<file path="config.mk">
export PLATFORM = sky130hd
export DESIGN_NAME = brb_queue
export DESIGN_NICKNAME = d
export VERILOG_FILES = /design/src/brb_pkg.sv /design/src/brb_queue.sv
export SDC_FILE = /design/constraint.sdc
export NUM_CORES = 1
export LEC_CHECK = 0
export ABC_CLOCK_PERIOD_IN_PS = 3650
export BUFFER_PORTS_ARGS = -buffer_cell sky130_fd_sc_hd__buf_4
export CAP_MARGIN = 20
export CORE_ASPECT_RATIO = 1.4
export CORE_MARGIN = 2
export CORE_UTILIZATION = 47
export CTS_CLUSTER_SIZE = 28
export DETAILED_ROUTE_END_ITERATION = 6
export PLACE_DENSITY = 0.75
export SLEW_MARGIN = 10
export SYNTH_ARGS = -nofsm -noshare
export SYNTH_HDL_FRONTEND = slang
export SYNTH_SLANG_ARGS = --single-unit
</file>
<file path="constraint.sdc">
create_clock -name clk_i -period 3.65 [get_ports clk_i]
set_clock_uncertainty 0.2 [all_clocks]
set_input_delay 0.1825 -clock clk_i [delete_from_list [all_inputs] [get_ports clk_i]]
set_output_delay 0.1825 -clock clk_i [all_outputs]
set_load 0.05 [all_outputs]
</file>
<file path="src/brb_pkg.sv">
package brb_pkg;

  localparam int FUNC_W = 3;
  localparam int SYM_W  = 8;
  localparam int OFF_W  = 10;
  localparam int SPAN_W = 11;
  localparam int CRC_W  = 16;
  localparam int CFG_W  = 11;
  localparam int CNT_W  = 10;
  // crc positions run up to offset + span - 1
  localparam int POS_W  = 12;

  localparam logic [CFG_W-1:0] CFG_RESET = 11'd1024;
  localparam logic [SYM_W-1:0] EMPTY_BYTE = 8'hFF;

  localparam logic [FUNC_W-1:0] FUNC_PUT   = 3'd0;
  localparam logic [FUNC_W-1:0] FUNC_POP   = 3'd1;
  localparam logic [FUNC_W-1:0] FUNC_PEEK  = 3'd2;
  localparam logic [FUNC_W-1:0] FUNC_CLEAR = 3'd3;
  localparam logic [FUNC_W-1:0] FUNC_CRC   = 3'd4;

  localparam int Q_DEPTH = 2;
  localparam int Q_PTR_W = $clog2(Q_DEPTH);
  localparam int Q_CNT_W = $clog2(Q_DEPTH + 1);

  typedef enum logic [2:0] {
    OP_PUT,
    OP_POP,
    OP_PEEK,
    OP_CLEAR,
    OP_CRC,
    OP_NONE
  } op_e;

  typedef struct packed {
    op_e               op;
    logic [SYM_W-1:0]  symbol;
    logic [OFF_W-1:0]  offset;
    logic [SPAN_W-1:0] span;
    logic [POS_W-1:0]  crc_pos;
    logic [CRC_W-1:0]  seed;
  } cmd_t;

  typedef struct packed {
    logic [SYM_W-1:0] data_byte;
    logic [CNT_W-1:0] fill_count;
    logic [CRC_W-1:0] crc_value;
  } result_t;

  // CRC-16/CCITT contribution of each bit of (byte ^ crc[15:8])
  localparam logic [CRC_W-1:0] CRC_TERMS [8] = '{
    16'h1021, 16'h2042, 16'h4084, 16'h8108,
    16'h1231, 16'h2462, 16'h48C4, 16'h9188
  };

  function automatic logic [CRC_W-1:0] crc_fold(logic [CRC_W-1:0] crc, logic [SYM_W-1:0] b);
    logic [7:0]       idx;
    logic [CRC_W-1:0] term;
    idx  = b ^ crc[15:8];
    term = '0;
    for (int k = 0; k < 8; k++) begin
      if (idx[k]) term = term ^ CRC_TERMS[k];
    end
    return {crc[7:0], 8'h00} ^ term;
  endfunction

endpackage

</file>
<file path="src/brb_queue.sv">
module brb_queue import brb_pkg::*; (
  input  logic clk_i,
  input  logic rst_ni,
  input  logic push_i,
  input  cmd_t cmd_i,
  output logic full_o,
  input  logic pop_i,
  output logic valid_o,
  output cmd_t cmd_o
);

  cmd_t               entry_q [Q_DEPTH];
  logic [Q_PTR_W-1:0] wr_ptr_q, wr_ptr_d;
  logic [Q_PTR_W-1:0] rd_ptr_q, rd_ptr_d;
  logic [Q_CNT_W-1:0] cnt_q, cnt_d;

  function automatic logic [Q_PTR_W-1:0] ptr_next(logic [Q_PTR_W-1:0] p);
    return (32'(p) == Q_DEPTH - 1) ? '0 : p + 1'b1;
  endfunction

  assign full_o  = (32'(cnt_q) == Q_DEPTH);
  assign valid_o = (cnt_q != '0);
  assign cmd_o   = entry_q[rd_ptr_q];

  always_comb begin
    wr_ptr_d = push_i ? ptr_next(wr_ptr_q) : wr_ptr_q;
    rd_ptr_d = pop_i ? ptr_next(rd_ptr_q) : rd_ptr_q;
    cnt_d    = cnt_q + Q_CNT_W'(push_i) - Q_CNT_W'(pop_i);
  end

  always_ff @(posedge clk_i or negedge rst_ni) begin
    if (!rst_ni) begin
      wr_ptr_q <= '0;
      rd_ptr_q <= '0;
      cnt_q    <= '0;
    end else begin
      wr_ptr_q <= wr_ptr_d;
      rd_ptr_q <= rd_ptr_d;
      cnt_q    <= cnt_d;
    end
  end

  always_ff @(posedge clk_i) begin
    if (push_i) entry_q[wr_ptr_q] <= cmd_i;
  end

  a_no_push_full: assert property (@(posedge clk_i) disable iff (!rst_ni)
    full_o |-> !push_i) else $error("queue push while full");

  a_no_pop_empty: assert property (@(posedge clk_i) disable iff (!rst_ni)
    pop_i |-> valid_o) else $error("queue pop while empty");

  a_cnt_bound: assert property (@(posedge clk_i) disable iff (!rst_ni)
    32'(cnt_q) <= Q_DEPTH) else $error("queue count above depth");

endmodule

</file>
==> impl_metrics.ini <==
[routing]
drt-wirelength-per-cell_um = 16.0
first_iter_violations = 153
routed_via_density = 4.57
vias = 2534
totalWireLength_um = 8880
dr.pass1.iters = 5
drcViolationCount = 0
drtAntennaViolNets = 0

[place]
io_buffers = 125
dp_cells = 459
globalplace.congestion = 0.677
placed_cell_area_mm2 = 0.00587
dp_hpwl_um = 5560

[floorplan]
start_util = 0.485
top_level_ports = 126
die_y_um = 124
rows = 43
core_area_mm2 = 0.00995
dieWidth_um = 89.7
die_area_mm2 = 0.0111

[sta]
drv_slew = 0
min_period_ns = 2.44
hold_ws_ns = 0.303
worst_pin_slew_ns = 0.771
slew_headroom = 0.486
period_share = 0.667
maxClockFrequency_ghz = 0.411
hold_viol = 0
fin_setup_tns_ns = 0
finalSetupViolCount = 0
rsz0062_at_grt = no

[synth]
synth_cells = 202
yosysTopAreaCellShare = 0.746
syn_area_mm2 = 0.00483
yosys_warnings = 0
synth_fp_nets = 268
avgSynthCellArea_um2 = 23.9
ys_seq_area_frac = 0.767
synth_area_leader_cell = edfxtp_1
ys_seq_elements = 124
synth_cell_types = 13
synth.area.top_cells = edfxtp_1 75%, mux2_4 18%, buf_12 2.5%

[setup_path]
crit_fanout = 37
start_kind = register
arrival_ns = 2.05
worstPathRequired_ns = 3.27
rr_worst_depth = 2
end_kind = output port
critPathKind = reg -> out

[final_layout]
syn2layout_area_growth_pct = 46.5
final_nets = 473
seqCellArea_mm2 = 0.00371
final_common_cell = buf_4
multi_input_area_um2 = 997
num-fill-cells = 615
design_area_mm2 = 0.00708
layout-drive-gt1-share = 0.522
instances_no_fill = 554
layout_common_cells = 127 x buf_4, 120 x edfxtp_1, 64 x dlygate4sd3_1

[clocking]
clk_pin_slew_ns = 0.05
cts_tree = built
numCtsBuffers = 17
cts-htree-levels = 4
cts_buffer_depth = 2
cts-root-buf = clkbuf_16
numClockSinks = 124
clk_latency_ns = 0.40
post-cts-setup-buffers = 0

[grt]
grt_overflow = 0
grt_pass1_vias = 2692
grt_pass1_wl_um = 13100
grt_usage = 0.168
grt_max_degree = 45
antenna_found_initial = 1

[worst_hold_path]
hold_class = in -> reg
min_path_cells = 2

[status]
status = finished clean

[power_and_ir_drop]
peakVddDrop_uv = 564
p_leak_nw = 2.90
power.density_mw_per_mm2 = 874

[job]
maxCapViolCount = 0
[critical path: stages (launching register included)]
cell     delay (ns)
dfrtp_4        0.74
buf_12         0.34
mux2_4         0.34
buf_4          0.19
[cells in the mapped netlist]
cell type  instances
xor2_1             2
dfrtp_1            4
ha_1               2
or2_2              1
buf_12             6
edfxtp_1         120
mux2_2             1
mux2_4            59
nor2b_1            2
and2_1             1
buf_6              1
inv_1              2
xor3_1             1
[through the flow]
step	setup WS, ns	utilization	total power [W]
global route	1.15	0.711	0.00641
global placement	1.65	0.590	0.00456
floorplan	1.05	-	0.00407
detailed placement	1.62	0.590	0.00460
CTS	1.19	0.711	0.00624
finish	1.21	0.711	0.00618
[worst paths after layout]
kind                           from            end  slack [ns]
min in group asynchronous    rst_ni       cnt_q[1]        0.49
max reg2reg                wr_ptr_q  entry_q[1][6]        1.63
max in group asynchronous    rst_ni       rd_ptr_q        2.56
min                        cmd_i[2]  entry_q[1][2]        0.30
max                        rd_ptr_q      cmd_o[54]        1.21
min reg2reg                wr_ptr_q       wr_ptr_q        0.36
[cells by family (layout without fill, tap and decap cells)]
| group | Yosys count | in the layout | share of synthesized area |
|---|---|---|---|
| buffers and inverters | 9 | 225 | 0.0288 |
| and+or+nand+nor | 4 | 4 | 0.00518 |
| DFF | 124 | 124 | 0.767 |
| xor gates and xnor gates | 3 | 3 | 0.00855 |
| adders and majority gates | 2 | 2 | 0.00518 |
| other | 0 | 1 | 0 |
| muxes | 60 | 60 | 0.186 |
[layer usage]
| metal | routed length (um) | GRT usage | up-vias |
|---|---|---|---|
| met2 | 5130 | 0.303 | 80 |
| met3 | 393 | 0.0550 | 15 |
| met1 | 3200 | 0.170 | 1234 |
| li1 | - | - | 1205 |
| met4 | 156 | 0.0765 | 0 |
| met5 | 0 | 0 | - |
[cell type report]
class | count | area share
repair buffers | 193 | 0.231
multi-input cells | 69 | 0.141
diodes | 1 | 0.000354
clock buffers | 18 | 0.0606
clock inverters | 12 | 0.0184
inverters | 2 | 0.00106
flip-flops and latches | 124 | 0.524
well taps | 135 | 0.0239
[state kept, by name, indices dropped and copies added (netlist names)]
| signal | count |
|---|---|
| wr_ptr_q | 1 |
| entry_q | 120 |
| cnt_q | 2 |
| rd_ptr_q | 1 |
[timing repair]
item | in CTS | in global routing
hold endpoints to repair | 127 | 0
hold buffers | 64 | 0
resized for setup | 0 | 0
[power by group]
part           switching, W  internal [W]
registers          0.000156       0.00190
clock network      0.000533       0.00105
logic               0.00155       0.00100
(Power assumes the default switching activity.)
