===== src/brb_pkg.sv =====
package brb_pkg;

  localparam int FUNC_W = 3;
  localparam int SYM_W  = 8;
  localparam int OFF_W  = 10;
  localparam int SPAN_W = 11;
  localparam int CRC_W  = 16;
  localparam int CFG_W  = 11;
  localparam int CNT_W  = 10;
  // crc positions run up to offset + span - 1
  localparam int POS_W  = 12;

  localparam logic [CFG_W-1:0] CFG_RESET = 11'd1024;
  localparam logic [SYM_W-1:0] EMPTY_BYTE = 8'hFF;

  localparam logic [FUNC_W-1:0] FUNC_PUT   = 3'd0;
  localparam logic [FUNC_W-1:0] FUNC_POP   = 3'd1;
  localparam logic [FUNC_W-1:0] FUNC_PEEK  = 3'd2;
  localparam logic [FUNC_W-1:0] FUNC_CLEAR = 3'd3;
  localparam logic [FUNC_W-1:0] FUNC_CRC   = 3'd4;

  localparam int Q_DEPTH = 2;
  localparam int Q_PTR_W = $clog2(Q_DEPTH);
  localparam int Q_CNT_W = $clog2(Q_DEPTH + 1);

  typedef enum logic [2:0] {
    OP_PUT,
    OP_POP,
    OP_PEEK,
    OP_CLEAR,
    OP_CRC,
    OP_NONE
  } op_e;

  typedef struct packed {
    op_e               op;
    logic [SYM_W-1:0]  symbol;
    logic [OFF_W-1:0]  offset;
    logic [SPAN_W-1:0] span;
    logic [POS_W-1:0]  crc_pos;
    logic [CRC_W-1:0]  seed;
  } cmd_t;

  typedef struct packed {
    logic [SYM_W-1:0] data_byte;
    logic [CNT_W-1:0] fill_count;
    logic [CRC_W-1:0] crc_value;
  } result_t;

  // CRC-16/CCITT contribution of each bit of (byte ^ crc[15:8])
  localparam logic [CRC_W-1:0] CRC_TERMS [8] = '{
    16'h1021, 16'h2042, 16'h4084, 16'h8108,
    16'h1231, 16'h2462, 16'h48C4, 16'h9188
  };

  function automatic logic [CRC_W-1:0] crc_fold(logic [CRC_W-1:0] crc, logic [SYM_W-1:0] b);
    logic [7:0]       idx;
    logic [CRC_W-1:0] term;
    idx  = b ^ crc[15:8];
    term = '0;
    for (int k = 0; k < 8; k++) begin
      if (idx[k]) term = term ^ CRC_TERMS[k];
    end
    return {crc[7:0], 8'h00} ^ term;
  endfunction

endpackage


===== src/brb_in_if.sv =====
interface brb_in_if import brb_pkg::*; ();
  logic              valid;
  logic              ready;
  logic [FUNC_W-1:0] func;
  logic [SYM_W-1:0]  symbol;
  logic [OFF_W-1:0]  offset;
  logic [SPAN_W-1:0] span;
  logic [CRC_W-1:0]  crc_seed;

  modport source (output valid, func, symbol, offset, span, crc_seed, input ready);
  modport sink   (input valid, func, symbol, offset, span, crc_seed, output ready);
endinterface


===== src/brb_front.sv =====
module brb_front import brb_pkg::*; (
  brb_in_if.sink in_ch,
  input  logic   full_i,
  output logic   push_o,
  output cmd_t   cmd_o
);

  op_e op;

  always_comb begin
    unique case (in_ch.func)
      FUNC_PUT:   op = OP_PUT;
      FUNC_POP:   op = OP_POP;
      FUNC_PEEK:  op = OP_PEEK;
      FUNC_CLEAR: op = OP_CLEAR;
      FUNC_CRC:   op = OP_CRC;
      default:    op = OP_NONE;
    endcase
  end

  assign in_ch.ready = !full_i;
  assign push_o      = in_ch.valid && !full_i;

  always_comb begin
    cmd_o.op      = op;
    cmd_o.symbol  = in_ch.symbol;
    cmd_o.offset  = in_ch.offset;
    cmd_o.span    = in_ch.span;
    // highest position first; unused when span is zero
    cmd_o.crc_pos = POS_W'(in_ch.offset) + POS_W'(in_ch.span) - POS_W'(1);
    cmd_o.seed    = in_ch.crc_seed;
  end

endmodule


===== src/flat_wrapper.sv =====
// flat-port wrapper written by rule: the top's interface ports become plain ports
module brb_front_flat import brb_pkg::*;
  (full_i, push_o, cmd_o, in_ch_valid, in_ch_func, in_ch_symbol, in_ch_offset, in_ch_span, in_ch_crc_seed, in_ch_ready);
  brb_in_if in_ch_i ();
  input  logic full_i;
  output logic push_o;
  output cmd_t cmd_o;
  input wire logic [$bits(in_ch_i.valid)-1:0] in_ch_valid;
  input wire logic [$bits(in_ch_i.func)-1:0] in_ch_func;
  input wire logic [$bits(in_ch_i.symbol)-1:0] in_ch_symbol;
  input wire logic [$bits(in_ch_i.offset)-1:0] in_ch_offset;
  input wire logic [$bits(in_ch_i.span)-1:0] in_ch_span;
  input wire logic [$bits(in_ch_i.crc_seed)-1:0] in_ch_crc_seed;
  output wire logic [$bits(in_ch_i.ready)-1:0] in_ch_ready;
  assign in_ch_i.valid = in_ch_valid;
  assign in_ch_i.func = in_ch_func;
  assign in_ch_i.symbol = in_ch_symbol;
  assign in_ch_i.offset = in_ch_offset;
  assign in_ch_i.span = in_ch_span;
  assign in_ch_i.crc_seed = in_ch_crc_seed;
  assign in_ch_ready = in_ch_i.ready;
  brb_front u_core (.in_ch(in_ch_i), .full_i(full_i), .push_o(push_o), .cmd_o(cmd_o));
endmodule

===== config.mk =====
export PLATFORM = sky130hd
export DESIGN_NAME = brb_front_flat
export DESIGN_NICKNAME = d
export VERILOG_FILES = /design/src/brb_pkg.sv /design/src/brb_in_if.sv /design/src/brb_front.sv /design/src/flat_wrapper.sv
export SDC_FILE = /design/constraint.sdc
export NUM_CORES = 1
export LEC_CHECK = 0
export BUFFER_PORTS_ARGS = -buffer_cell sky130_fd_sc_hd__buf_2
export CORE_MARGIN = 2
export CORE_UTILIZATION = 30
export DETAILED_ROUTE_END_ITERATION = 10
export GPL_ROUTABILITY_DRIVEN = 0
export PLACE_DENSITY_LB_ADDON = 0.08
export SLEW_MARGIN = 25
export SYNTH_ARGS = -nofsm -noshare
export SYNTH_HDL_FRONTEND = slang
export SYNTH_SLANG_ARGS = --single-unit

===== constraint.sdc =====
create_clock -name vclk -period 3.5
set_input_delay 0.175 -clock vclk [all_inputs]
set_output_delay 0.175 -clock vclk [all_outputs]
set_load 0.05 [all_outputs]

==> results_dict.tcl <==
set metrics [dict create \
    grt-ovfl-total 0 \
    detail-route-antenna-nets 0 \
    cts_resized 0 \
    grt_max_degree 8 \
    ys.warnings.count 0 \
    syn_nets 227 \
    hold_ws_ns 0.3500 \
    min_from "in_ch_crc_seed[0]" \
    regArea_um2 0 \
    setup_tns_ns 0 \
    switching_share 0.7229 \
    flops_and_latches 0 \
    diodes 0 \
    p_per_area_nw_per_um2 383.2 \
    worst_pin_slew_ns 0.2701 \
    wirelength_um 1835 \
    cap_violations 0 \
    dp.final_hpwl_um 1702 \
    cp_max_fo 2 \
    start_util 0.3186 \
    holdPathStages 0 \
    max_freq_ghz 0.4243 \
    internal-power_w 0.0001185 \
    die_y_um 64.00 \
    setup_viol 0 \
    start_kind "input pin" \
    post_cts_buffers 0 \
    holdBufCountCts 0 \
    slew_headroom 0.8180 \
    finalCriticalPeriod_ns 2.357 \
    nets 247 \
    worstHoldPathType "input pin to primary output" \
    met2_usage 0.1667 \
    placed_cell_area_um2 1116 \
    top_usage_layer "met2" \
    grt_pass1_wl_um 3194 \
    coreArea_um2 3390 \
    peakVddDrop_mv 0.1439 \
    arrival_ns 2.18 \
    seq_power_share 0 \
    use_met1 0.09756 \
    vias 899 \
    use_met3 0.01761 \
    ys_types 27 \
    die_w_um 64.00 \
    p_sw_w 0.0003092 \
    status "complete, no violations" \
    drive_above_1_share 0.3851 \
    dieArea_um2 4095 \
    utilization 0.3293 \
    rows 21 \
    drc 0 \
    viasPerCell 4.086 \
    hold_viol 0 \
    grt_setup_unrepaired "no" \
    finalCritPeriodShare 0.6733 \
    netlist_instances 156 \
    dr.pass1.iters 4 \
    portBuffers 64 \
    yosysSeqAreaShare 0 \
    clock_buffers 0 \
    area_growth_pct 3.360 \
    first_iter_violations 5 \
    required_ns 3.32 \
    avgSynthCellArea_um2 6.922 \
    cellLeakagePower_nw 0.7344 \
    drv_slew 0 \
    io_pins 112 \
    synth_area_um2 1080 \
    crit_start "in_ch_span[1]" \
    critical_path_class "input pin to primary output" \
    clkPwrFrac 0 \
    grt_usage 0.08790 \
    grt_pass1_vias 837 \
    design_area_um2 1116 \
    combPwrFrac 1.000 \
    end_kind "primary output" \
    antenna_found_initial 0 \
    avgRoutedWirePerCell_um 8.341 \
]
cells in the final DEF (no fill, tap or decap):
| master | synthesis | layout |
|---|---|---|
| o2111ai_1 | 1 | 1 |
| o21ai_0 | 3 | 3 |
| buf_2 | 0 | 64 |
| nor2_1 | 2 | 2 |
| inv_1 | 44 | 44 |
| fa_1 | 1 | 1 |
| xor2_1 | 2 | 2 |
| a21o_1 | 2 | 2 |
| nor2b_1 | 3 | 3 |
| a31oi_1 | 1 | 1 |
| nand2_1 | 3 | 3 |
| a21oi_1 | 4 | 4 |
| o31a_1 | 1 | 1 |
| a211oi_2 | 1 | 1 |
| o21ai_1 | 1 | 1 |
| ha_1 | 20 | 20 |
| nand3_1 | 2 | 2 |
| or2_2 | 1 | 1 |
| o21a_1 | 2 | 2 |
| o41ai_2 | 1 | 1 |
| or3_1 | 1 | 1 |
| nor3_1 | 2 | 2 |
| nand2b_1 | 1 | 1 |
| xnor2_1 | 7 | 7 |
| and2_1 | 1 | 1 |
| and3_1 | 3 | 3 |
final cells by class:
cell class / count / area, um^2
inverter: 44 / 165.2
timing repair buffer: 64 / 320.3
tap: 46 / 57.56
multi-input combinational: 66 / 573.1
fill: 390 / 2273
stage by stage:
stage	cells	power, W	setup slack [ns]
floorplan	156	0.0004326	0.9421
finish	220	0.0004277	1.143
detailed placement	220	0.0004314	1.137
global route	220	0.0004632	0.9436
CTS	220	0.0004334	1.120
global placement	220	0.0004316	1.135
worst max-delay path, cell delays in order:
cell	delay, ns
buf_2	0.08
inv_1	0.03
ha_1	0.27
inv_1	0.06
ha_1	0.15
inv_1	0.05
fa_1	0.39
nor2b_1	0.18
o2111ai_1	0.16
nand2_1	0.14
nor2_1	0.06
xnor2_1	0.15
buf_2	0.28
routing by layer:
layer,up-vias,wire length (um)
met2,56,827
met5,-,0
met3,6,230
li1,471,-
met4,0,44
met1,366,732
cell usage after synthesis:
cell type	n	area [um^2]
a211oi_2	1	12.51
o41ai_2	1	16.27
o2111ai_1	1	8.760
xor2_1	2	17.52
o21ai_1	1	5.000
nor3_1	2	10.01
a21oi_1	4	20.02
xnor2_1	7	61.31
nand3_1	2	10.01
a21o_1	2	15.01
nand2b_1	1	6.260
and3_1	3	18.77
nor2b_1	3	18.77
o31a_1	1	8.760
o21ai_0	3	15.01
nand2_1	3	11.26
or3_1	1	6.260
buf_4	45	337.8
fa_1	1	20.02
or2_2	1	6.260
o21a_1	2	15.01
clkbuf_1	1	3.750
and2_1	1	6.260
ha_1	20	250.2
a31oi_1	1	6.260
inv_1	44	165.2
nor2_1	2	7.510
logic make-up (layout without fill, tap and decap cells):
group	after synthesis	count (layout)	synth area share
AO/OA/AOI/OAI	17	17	0.1136
XOR/XNOR	9	9	0.07301
adder cells (fa/ha/maj)	21	21	0.2503
buffers and inverters	90	108	0.4693
AND/OR/NAND/NOR	19	19	0.09388
power groups by stage:
stage / clock [W] / sequential (W) / combinational (W)
3_5_place_dp: 0 / 0 / 0.000431
2_1_floorplan: 0 / 0 / 0.000433
4_1_cts: 0 / 0 / 0.000433
5_1_grt: 0 / 0 / 0.000463
3_3_place_gp: 0 / 0 / 0.000432
6_report: 0 / 0 / 0.000428
path summary, 6_finish.rpt:
kind | slack [ns] | endpoint
max | 1.14 | cmd_o[23]
min | 0.35 | cmd_o[0]
No activity file was read; power rests on OpenSTA's default activity.
